===== config.mk =====
export PLATFORM = sky130hd
export DESIGN_NAME = i2c_bit_level_master_unit
export DESIGN_NICKNAME = d
export VERILOG_FILES = /design/src/i2cbm_pkg.sv /design/src/i2c_bit_level_master_unit.sv
export SDC_FILE = /design/constraint.sdc
export NUM_CORES = 1
export LEC_CHECK = 0
export BUFFER_PORTS_ARGS = -buffer_cell sky130_fd_sc_hd__buf_2
export CORE_ASPECT_RATIO = 1.2
export CORE_UTILIZATION = 50
export CTS_BUF_LIST = sky130_fd_sc_hd__clkbuf_8
export DETAILED_ROUTE_END_ITERATION = 7
export HOLD_SLACK_MARGIN = 0.1
export PLACE_DENSITY = 0.74
export SKIP_LAST_GASP = 1
export SLEW_MARGIN = 25
export SYNTH_ARGS = -nofsm -noshare
export SYNTH_HDL_FRONTEND = slang
export SYNTH_SLANG_ARGS = --single-unit

===== constraint.sdc =====
create_clock -name clk -period 14.8 [get_ports clk]
set_clock_uncertainty 0.15 [all_clocks]
set_input_delay 2.96 -clock clk [delete_from_list [all_inputs] [get_ports clk]]
set_output_delay 2.96 -clock clk [all_outputs]
set_load 0.1 [all_outputs]

===== src/i2cbm_pkg.sv =====
// Shared types and constants for the bit-level I2C master.
package i2cbm_pkg;

  localparam int unsigned TICK_COUNTER_WIDTH_DEF = 16;
  localparam int unsigned PHASE_TICKS_W = 16;
  localparam logic [PHASE_TICKS_W-1:0] PHASE_TICKS_RST = 16'd10;
  localparam int unsigned PHASE_IDX_W = 5;

  typedef enum logic [2:0] {
    OP_START = 3'd0,
    OP_STOP  = 3'd1,
    OP_WRITE = 3'd2,
    OP_READ  = 3'd3,
    OP_ACK   = 3'd4
  } op_t;

  typedef enum logic [1:0] {
    ACT_SDA    = 2'd0,
    ACT_SCL    = 2'd1,
    ACT_SAMPLE = 2'd2
  } act_t;

  typedef struct packed {
    logic       cmd_valid;
    logic [2:0] opcode;
    logic [7:0] tx_byte;
    logic       ack_to_send;
    logic       sda_in;
  } in_word_t;

  typedef struct packed {
    logic       scl_level;
    logic       sda_level;
    logic       busy_res;
    logic       done_res;
    logic [7:0] rx_byte;
    logic       ack_received;
    logic       rejected;
  } out_word_t;

  localparam logic [PHASE_IDX_W-1:0] LAST_START = 5'd3;
  localparam logic [PHASE_IDX_W-1:0] LAST_STOP  = 5'd2;
  localparam logic [PHASE_IDX_W-1:0] LAST_WRITE = 5'd27;
  localparam logic [PHASE_IDX_W-1:0] LAST_READ  = 5'd24;
  localparam logic [PHASE_IDX_W-1:0] LAST_ACK   = 5'd2;

  function automatic logic [PHASE_IDX_W-1:0] last_phase(input op_t op);
    logic [PHASE_IDX_W-1:0] r;
    unique case (op)
      OP_START: r = LAST_START;
      OP_STOP:  r = LAST_STOP;
      OP_WRITE: r = LAST_WRITE;
      OP_READ:  r = LAST_READ;
      default:  r = LAST_ACK;
    endcase
    return r;
  endfunction

endpackage


===== src/i2c_bit_level_master_unit.sv =====
// Bit-level I2C master: runs start/stop/write/read/ack phase lists one tick per word.
// The result word for an input tick is registered at its accepting edge.
// Throughput: one tick word per cycle while the input is not stalled; the phase logic sits
//   between the state registers and the result register with no iteration.
// Input is stalled only while a result word waits and the output is stalled.
// Reset (rst_n low, synchronous): idle, both lines released, phase length 10 ticks.
module i2c_bit_level_master_unit
  #(parameter int unsigned TICK_COUNTER_WIDTH = i2cbm_pkg::TICK_COUNTER_WIDTH_DEF)
  (
    input  logic                   clk,
    input  logic                   rst_n,
    input  logic                   in_valid,
    output logic                   in_stall,
    input  i2cbm_pkg::in_word_t    in_data,
    output logic                   out_valid,
    input  logic                   out_stall,
    output i2cbm_pkg::out_word_t   out_data,
    input  logic                   cfg_valid,
    output logic                   cfg_ready,
    input  logic [15:0]            cfg_data
  );
  import i2cbm_pkg::*;

  localparam int unsigned TW = TICK_COUNTER_WIDTH;
  localparam int unsigned CMPW = (TW + 1 > PHASE_TICKS_W) ? TW + 1 : PHASE_TICKS_W;

  logic [PHASE_TICKS_W-1:0] ph_ticks_r;
  logic [TW-1:0]            cnt_r, cnt_nxt;
  logic [PHASE_IDX_W-1:0]   idx_r, idx_nxt;
  logic [1:0]               sub_r, sub_nxt;
  logic [2:0]               bit_r, bit_nxt;
  op_t                      op_r, op_nxt;
  logic                     busy_r, busy_nxt;
  logic [7:0]               so_r, so_nxt;
  logic [7:0]               si_r, si_nxt;
  logic                     ack_r, ack_nxt;
  logic                     scl_r, scl_nxt;
  logic                     sda_r, sda_nxt;
  logic                     out_valid_r;
  out_word_t                out_data_r, out_data_nxt;

  logic                     acc;
  logic                     start;
  logic                     rej;
  logic                     done;
  logic                     phase_end;
  logic [TW:0]              sum;
  logic [PHASE_TICKS_W-1:0] pt_eff;
  logic [PHASE_IDX_W-1:0]   idx_cur;
  logic [1:0]               sub_cur;
  logic [2:0]               bit_cur;
  logic [TW-1:0]            cnt_cur;
  act_t                     act;
  logic                     act_val;

  assign in_stall  = out_valid_r & out_stall;
  assign acc       = in_valid & ~in_stall;
  assign out_valid = out_valid_r;
  assign out_data  = out_data_r;
  assign cfg_ready = 1'b1;

  assign start = in_data.cmd_valid & ~busy_r & (in_data.opcode <= OP_ACK);
  assign rej   = in_data.cmd_valid & busy_r;

  assign idx_cur = start ? '0 : idx_r;
  assign sub_cur = start ? '0 : sub_r;
  assign bit_cur = start ? '0 : bit_r;
  assign cnt_cur = start ? '0 : cnt_r;
  assign op_nxt  = start ? op_t'(in_data.opcode) : op_r;
  assign pt_eff  = (ph_ticks_r == '0) ? PHASE_TICKS_W'(1) : ph_ticks_r;
  assign sum     = {1'b0, cnt_cur} + (TW + 1)'(1);
  assign phase_end = (CMPW'(sum) >= CMPW'(pt_eff)) || sum[TW];

  always_comb begin
    act     = ACT_SCL;
    act_val = 1'b0;
    unique case (op_nxt)
      OP_START: begin
        act     = (idx_cur == 5'd0 || idx_cur == 5'd2) ? ACT_SDA : ACT_SCL;
        act_val = (idx_cur < 5'd2);
      end
      OP_STOP: begin
        act     = (idx_cur == 5'd1) ? ACT_SCL : ACT_SDA;
        act_val = (idx_cur != 5'd0);
      end
      OP_WRITE: begin
        if (idx_cur < 5'd24) begin
          act     = (sub_cur == 2'd0) ? ACT_SDA : ACT_SCL;
          act_val = (sub_cur == 2'd0) ? so_nxt[3'd7 - bit_cur] : (sub_cur == 2'd1);
        end else if (idx_cur == 5'd24) begin
          act     = ACT_SDA;
          act_val = 1'b1;
        end else if (idx_cur == 5'd25) begin
          act     = ACT_SCL;
          act_val = 1'b1;
        end else if (idx_cur == 5'd26) begin
          act     = ACT_SAMPLE;
        end else begin
          act     = ACT_SCL;
        end
      end
      OP_READ: begin
        if (idx_cur == 5'd0) begin
          act     = ACT_SDA;
          act_val = 1'b1;
        end else begin
          act     = (sub_cur == 2'd1) ? ACT_SAMPLE : ACT_SCL;
          act_val = (sub_cur == 2'd0);
        end
      end
      default: begin
        act     = (idx_cur == 5'd0) ? ACT_SDA : ACT_SCL;
        act_val = (idx_cur == 5'd0) ? so_nxt[0] : (idx_cur == 5'd1);
      end
    endcase
  end

  always_comb begin
    so_nxt   = so_r;
    si_nxt   = si_r;
    if (start) begin
      so_nxt = (in_data.opcode == OP_ACK) ? {7'd0, in_data.ack_to_send} : in_data.tx_byte;
      if (in_data.opcode == OP_READ) begin
        si_nxt = '0;
      end
    end
  end

  always_comb begin
    busy_nxt = busy_r | start;
    idx_nxt  = idx_cur;
    sub_nxt  = sub_cur;
    bit_nxt  = bit_cur;
    cnt_nxt  = cnt_cur;
    scl_nxt  = scl_r;
    sda_nxt  = sda_r;
    ack_nxt  = ack_r;
    done     = 1'b0;
    if (busy_r | start) begin
      if (cnt_cur == '0) begin
        case (act)
          ACT_SDA: sda_nxt = act_val;
          ACT_SCL: scl_nxt = act_val;
          default: begin
            if (op_nxt == OP_WRITE) begin
              ack_nxt = in_data.sda_in;
            end
          end
        endcase
      end
      if (phase_end) begin
        cnt_nxt = '0;
        if (idx_cur >= last_phase(op_nxt)) begin
          busy_nxt = 1'b0;
          idx_nxt  = '0;
          done     = 1'b1;
        end else begin
          idx_nxt = idx_cur + 5'd1;
          if (op_nxt == OP_READ && idx_cur == 5'd0) begin
            sub_nxt = '0;
          end else if (sub_cur == 2'd2) begin
            sub_nxt = '0;
            bit_nxt = bit_cur + 3'd1;
          end else begin
            sub_nxt = sub_cur + 2'd1;
          end
        end
      end else begin
        cnt_nxt = sum[TW-1:0];
      end
    end
  end

  logic [7:0] si_fin;
  assign si_fin = ((busy_r | start) && cnt_cur == '0 && act == ACT_SAMPLE && op_nxt != OP_WRITE)
                  ? {si_nxt[6:0], in_data.sda_in} : si_nxt;

  always_comb begin
    out_data_nxt.scl_level    = scl_nxt;
    out_data_nxt.sda_level    = sda_nxt;
    out_data_nxt.busy_res     = busy_r | start;
    out_data_nxt.done_res     = done;
    out_data_nxt.rx_byte      = si_fin;
    out_data_nxt.ack_received = ack_nxt;
    out_data_nxt.rejected     = rej;
  end

  always_ff @(posedge clk) begin
    if (!rst_n) begin
      ph_ticks_r  <= PHASE_TICKS_RST;
      cnt_r       <= '0;
      idx_r       <= '0;
      sub_r       <= '0;
      bit_r       <= '0;
      op_r        <= OP_START;
      busy_r      <= 1'b0;
      so_r        <= '0;
      si_r        <= '0;
      ack_r       <= 1'b1;
      scl_r       <= 1'b1;
      sda_r       <= 1'b1;
      out_valid_r <= 1'b0;
    end else begin
      if (cfg_valid && cfg_ready) begin
        ph_ticks_r <= cfg_data;
      end
      if (acc) begin
        cnt_r  <= cnt_nxt;
        idx_r  <= idx_nxt;
        sub_r  <= sub_nxt;
        bit_r  <= bit_nxt;
        op_r   <= op_nxt;
        busy_r <= busy_nxt;
        so_r   <= so_nxt;
        si_r   <= si_fin;
        ack_r  <= ack_nxt;
        scl_r  <= scl_nxt;
        sda_r  <= sda_nxt;
      end
      if (acc) begin
        out_valid_r <= 1'b1;
      end else if (!out_stall) begin
        out_valid_r <= 1'b0;
      end
    end
  end

  always_ff @(posedge clk) begin
    if (acc) begin
      out_data_r <= out_data_nxt;
    end
  end

  // a command landing on a running sequence is flagged in the result word for its own tick
  a_reject: assert property (@(posedge clk) disable iff (!rst_n)
    acc && busy_r && in_data.cmd_valid |=> out_data_r.rejected)
    else $error("busy command not flagged");

  a_done_busy: assert property (@(posedge clk) disable iff (!rst_n)
    out_valid_r && out_data_r.done_res |-> out_data_r.busy_res && !busy_r)
    else $error("done without finishing sequence");

  a_idle_clean: assert property (@(posedge clk) disable iff (!rst_n)
    !busy_r |-> (idx_r == '0) && (cnt_r == '0))
    else $error("phase state left over while idle");

  a_idx_range: assert property (@(posedge clk) disable iff (!rst_n)
    busy_r |-> idx_r <= last_phase(op_r))
    else $error("phase index past last phase");

  a_hold: assert property (@(posedge clk) disable iff (!rst_n)
    !acc |=> $stable(busy_r) && $stable(idx_r) && $stable(cnt_r))
    else $error("state moved without a tick");

endmodule

Word-level counts from Yosys, hierarchy flattened

Index checks and enable logic that the tools add are counted.

Bitwise logic cells: 8
$add $sub $neg: 5
Magnitude comparators: 6
Reductions and logical operators: 15
Muxes and demuxes: 65
Equality and inequality tests: 16

Operators by type and width:

| kind                                                       | number |
|---|---|
| 2-to-1 mux 16 bit                                          | 4 |
| 2-to-1 mux 8 bit                                           | 5 |
| logical NOT 16 bit                                         | 2 |
| 2-to-1 mux 5 bit                                           | 6 |
| 2-to-1 mux 1 bit                                           | 27 |
| 2-to-1 mux 2 bit                                           | 12 |
| 2-to-1 mux 3 bit                                           | 7 |
| adder 16 x 1 -> 17 bit, second input constant              | 1 |
| >= comparator 17 x 16 -> 1 bit                             | 1 |
| equality test 5 bit, second input constant                 | 3 |
| case mux 5 bit (3 select lines)                            | 1 |
| equality test 3 x 2 -> 1 bit, second input constant        | 3 |
| case mux 2 bit (4 select lines)                            | 1 |
| adder 5 x 1 -> 5 bit, second input constant                | 1 |
| AND 1 bit                                                  | 5 |
| equality test 5 x 1 -> 1 bit, second input constant        | 1 |
| equality test 5 x 2 -> 1 bit, second input constant        | 1 |
| >= comparator 5 bit                                        | 1 |
| logical NOT 5 bit                                          | 1 |
| less-than comparator 5 x 2 -> 1 bit, second input constant | 1 |
| less-than comparator 5 bit, second input constant          | 1 |
| nonzero test 5 bit                                         | 1 |
| equality test 2 x 1 -> 1 bit, second input constant        | 2 |
| equality test 2 bit, second input constant                 | 2 |
| other kinds (19)                                           | 25 |

Word-level logic and storage cells: 135
Output and inout port bits: 17
Input bits: 35
Register bits: 80

Logic depth before layout (Yosys ltp)

Depth in word-level cells: 15
Depth in mapped cells: 22
Gate-level depth less buffers: 17

Worst setup path before layout

Ideal clock, no wire load.

Kind: in2reg
From: input in_data[11] in the netlist's numbering
To: register out_data_r, in the netlist out_data[10], data pin
Stages on the path: 21
Library setup time: 0.274 ns
Path slack: 8.022 ns
Arrival time: 6.355 ns
Required time: 14.376 ns
Buffers on the path: 5
Cell sequence: buf_2 > o21ai_2 > nand2_1 > buf_2 > clkbuf_1 > nand2_1 > inv_1 > ha_1 > and3_1 > o2111ai_2 > nor2_1 > xnor2_1 > nor2_1 > ha_1 > a211oi_1 > o21ai_0 > o211ai_1 > and4b_1 > buf_2 > buf_2 > nor3_1

Longest elaborated chain between the ends: 9
Elaborated cells between the ends (all ways): 18
Those cells by class: add/sub: 1; order compare: 3; eq/ne: 2; mux: 7; bitwise: 2; reduce/logical: 3

Ends and longest elaborated chain:

| what                                                                           | line                             | text |
|---|---|---|
| start: declaration                                                             | i2c_bit_level_master_unit.sv:14  | `input i2cbm_pkg::in_word_t in_data,` |
| parallel branches: the longest is 9 deep, another holds adder 16 x 1 -> 17 bit | n/a                              |  |
| end signal: assignment                                                         | i2c_bit_level_master_unit.sv:230 | `out_data_r <= out_data_nxt;` |
| end: declaration                                                               | i2c_bit_level_master_unit.sv:40  | `out_word_t out_data_r, out_data_nxt;` |

Parallel ways; which one is timed is not known. The select of a mux whose other input is x is not followed.
A chain may end at the register's enable or synchronous reset.

Worst setup path after layout

From: input in_data[12] in the netlist's numbering
To: register bit_r[0]

Longest elaborated chain between the ends: 11
Elaborated cells between the ends (all ways): 27
Those cells by class: add/sub: 2; order compare: 3; eq/ne: 3; mux: 13; bitwise: 2; reduce/logical: 4

Ends and longest elaborated chain:

| what                                                                            | line                             | text |
|---|---|---|
| parallel branches: the longest is 10 deep, another holds adder 16 x 1 -> 17 bit | n/a                              |  |
| 2-to-1 mux 3 bit *                                                              | i2c_bit_level_master_unit.sv:139 | `if (busy_r \| start) begin` |
| end signal: assignment                                                          | i2c_bit_level_master_unit.sv:211 | `bit_r <= bit_nxt;` |
| end: declaration                                                                | i2c_bit_level_master_unit.sv:31  | `logic [2:0] bit_r, bit_nxt;` |

Every way passes the cells marked *. The select of a mux whose other input is x is not followed.

==> out/summary.json <==
{
  "result_of_the_run": "completed",
  "rsz0062_at_grt": "no",
  "tritoncts": "done",
  "yosysTopAreaCellShare_pct": 26.3,
  "worst_setup_path_start_kind": "primary input",
  "drt-pass1-iter-count": 5,
  "grt_first_pass_wirelength_um": 19700,
  "synthFlopType": "dfxtp_1",
  "tightest_slew_ns": 0.936,
  "vdd_ir_drop_max_v": 0.0000652,
  "postSynthNetCount": 661,
  "cts_num_sinks": 80,
  "netlist-cell-type-count": 90,
  "most_frequent_cell_after_synthesis": "nand2_1",
  "floorplan.initialDensity_pct": 52.0,
  "cts.reportedPaths.clkPinSlew_ns": 0.10,
  "drt.antenna.violating_nets": 0,
  "clk_path_buf_depth": 2,
  "number_of_h_tree_branching_levels": 3,
  "cell_count_after_synthesis": 599,
  "setup_viol": 0,
  "maxSlewViolCount": 0,
  "die_area_um2": 10500,
  "average_routed_wire_per_standard_cell_um": 15.6,
  "post-dp-hpwl_um": 8470,
  "synthTopCellsByCount": "84 x nand2_1, 66 x dfxtp_1, 57 x nor2_1",
  "place_congestion": 0.918,
  "placement.setup.worst_slack_ns": 7.54,
  "worst_skew_pair.late_latency_ns": 0.38,
  "timing.critical_path.arrival_ns": 7.09,
  "timing.slew.headroom_pct": 37.5,
  "cellPowerDensity_nw_per_um2": 86.1,
  "initialDrtViolationCount": 257,
  "core_area_um2": 9660,
  "height_of_the_die_um": 112,
  "design_power_total_mw": 0.471,
  "ctsHoldBuffers": 0,
  "largest_net_degree_at_the_start_of_global_routing": 44,
  "cts_setup_buffers": 0,
  "ys_seq_elements": 80,
  "drive_gt1_share_pct": 16.9,
  "num_antenna_cells": 0,
  "synth_area_leader_cell": "dfxtp_1",
  "worstPathMaxFanout": 23,
  "post_synth_instance_area_um2": 5020,
  "min_period_ns": 6.98,
  "cts-root-buf": "clkbuf_8",
  "pin_count": 52,
  "grt.overflow.total": 0,
  "postSynthAreaPerCell_um2": 8.39,
  "die_w_um": 93.5,
  "finalHoldViolations": 0,
  "tns_ns": 0,
  "timing.critical_path.slowest_stage_cell": "nand4b_2",
  "period_share_pct": 47.1,
  "global_route.usage.total_pct": 23.6,
  "worst-setup-path-type": "in -> reg",
  "buffers_plus_inverters_on_the_worst_setup_path": 3,
  "route.detailed.vias_per_inst": 5.95,
  "synth_enable_flop_cells": 14,
  "ys_seq_area_share_pct": 34.7,
  "end_kind": "register",
  "synth-async-reset-ratio_pct": 0,
  "setup_ws_ns": 7.82,
  "count_of_nets_after_finishing": 692,
  "row_count": 39,
  "maxClockFrequency_mhz": 143,
  "port_buffers": 50,
  "ordered_cell_list_for_the_critical_path": "buf_2 -> o21ai_2 -> nand2_1 -> buf_4 -> nand2_1 -> inv_1 -> ha_1 -> and3_1 -> o2111ai_2 -> nor2_1 -> xnor2_1 -> nor2_1 -> ha_1 -> a211oi_1 -> o21ai_0 -> o211ai_1 -> nand4b_2 -> and4_4 -> or3_1",
  "worst_ep_required_time_ns": 14.92,
  "cts_resized": 0,
  "critical-path-max-stage-delay_ns": 0.46,
  "yosysWarningCount": 0,
  "cellLeakagePower_nw": 2.20,
  "number_of_non_filler_instances_in_the_completed_layout": 758,
  "synthTopCellsByArea": "dfxtp_1 26%, edfxtp_1 8.4%, ha_1 6.7%",
  "maxCapViolCount": 0,
  "total_wirelength_of_the_detailed_routed_design_um": 11800,
  "number_of_global_route_vias_before_repair": 4381,
  "area.growth.synth_to_final_pct": 8.87,
  "drt_drc_violations_left": 0,
  "worst_path_dominant_cell_family": "simple AND/OR/NAND/NOR gates",
  "route.vias.total": 4513,
  "holdCritPathClass": "reg -> reg",
  "antenna_found_initial": 0,
  "cts_made_buffers": 9,
  "dp.cells": 742
}
## flip-flops by register name, indices dropped and copies added, names as in the netlist, 2 cells and up
name and count:
out_data 14, ph_ticks_r 16, si_r 8, idx_r 5, so_r 8, bit_r 3, cnt_r 16, sub_r 2
op_r 3
## power breakdown
group | total, mW | leakage [nW] | internal (mW) | switching, mW
sequential | 0.233 | 0.669 | 0.228 | 0.00433
clock | 0.157 | 0.0912 | 0.0638 | 0.0932
combinational | 0.0814 | 1.44 | 0.0228 | 0.0586
## per-layer routing
| layer | share of wire [%] | track usage, % | vias to the layer above |
|---|---|---|---|
| met5 | 0 | 0 | - |
| met4 | 3.6 | 12.1 | 0 |
| met1 | 42 | 26.3 | 2110 |
| li1 | - | - | 2233 |
| met3 | 4.2 | 4.37 | 42 |
| met2 | 51 | 42.0 | 128 |
## worst reg2reg max path, stage by stage, from the launching register on
cell	delay, ns
dfxtp_1	0.53
and2b_1	0.27
nand2_1	0.07
buf_4	0.27
nand2_1	0.16
inv_1	0.10
ha_1	0.22
and3_1	0.21
o2111ai_2	0.19
nor2_1	0.17
xnor2_1	0.17
nor2_1	0.07
ha_1	0.35
a211oi_1	0.26
o21ai_0	0.13
o211ai_1	0.24
nand4b_2	0.46
and4_4	0.36
or3_1	0.33
## worst paths after layout
| check | from | to | slack (ns) | cells after the start |
|---|---|---|---|---|
| setup / recovery | in_data[12] | bit_r[0]$_SDFFE_PN0P_ | 7.82 | 19 |
| hold / removal | so_r[1]$_SDFFE_PN0P_ | so_r[1]$_SDFFE_PN0P_ | 0.31 | 2 |
| setup reg to reg | busy_r$_SDFFE_PN0P_ | bit_r[0]$_SDFFE_PN0P_ | 9.97 | 18 |
| hold reg to reg | so_r[1]$_SDFFE_PN0P_ | so_r[1]$_SDFFE_PN0P_ | 0.31 | 2 |
## stage by stage
step	cell area [um2]	utilization (%)	hold slack, ns
finish	5470	56.6	0.306
global route	5470	56.6	0.322
CTS	5470	56.6	0.308
detailed placement	5290	54.7	0.295
global placement	5290	54.7	0.291
floorplan	5020	-	0.279
## cell usage in the layout, fill, tap and decap left out, types with 17 or more instances in the layout
master	n
inv_1	32
mux2i_1	25
o21ai_0	17
nor2_1	57
buf_2	50
ha_1	27
nand2_1	84
dfxtp_1	66
nand3_1	38
a21oi_1	39
## kinds of logic after synthesis
logic type / Yosys count / synth area share (%)
simple gates: 247 / 24.5
compound gates: 135 / 19.7
flops: 80 / 34.7
buf+inv: 66 / 5.75
mux: 30 / 6.33
fa+ha+maj: 27 / 6.72
xor+xnor: 13 / 2.27
other cells: 1 / 0.0746
## area by class of cell
class,count,area [um2]
clock buffer,9,124
clock inverter,7,60.1
fill,902,4190
inverter,33,124
multi-input combinational,453,2990
sequential,80,1740
tap,123,154
timing repair buffer,53,273
No activity file was read; power rests on OpenSTA's default activity.
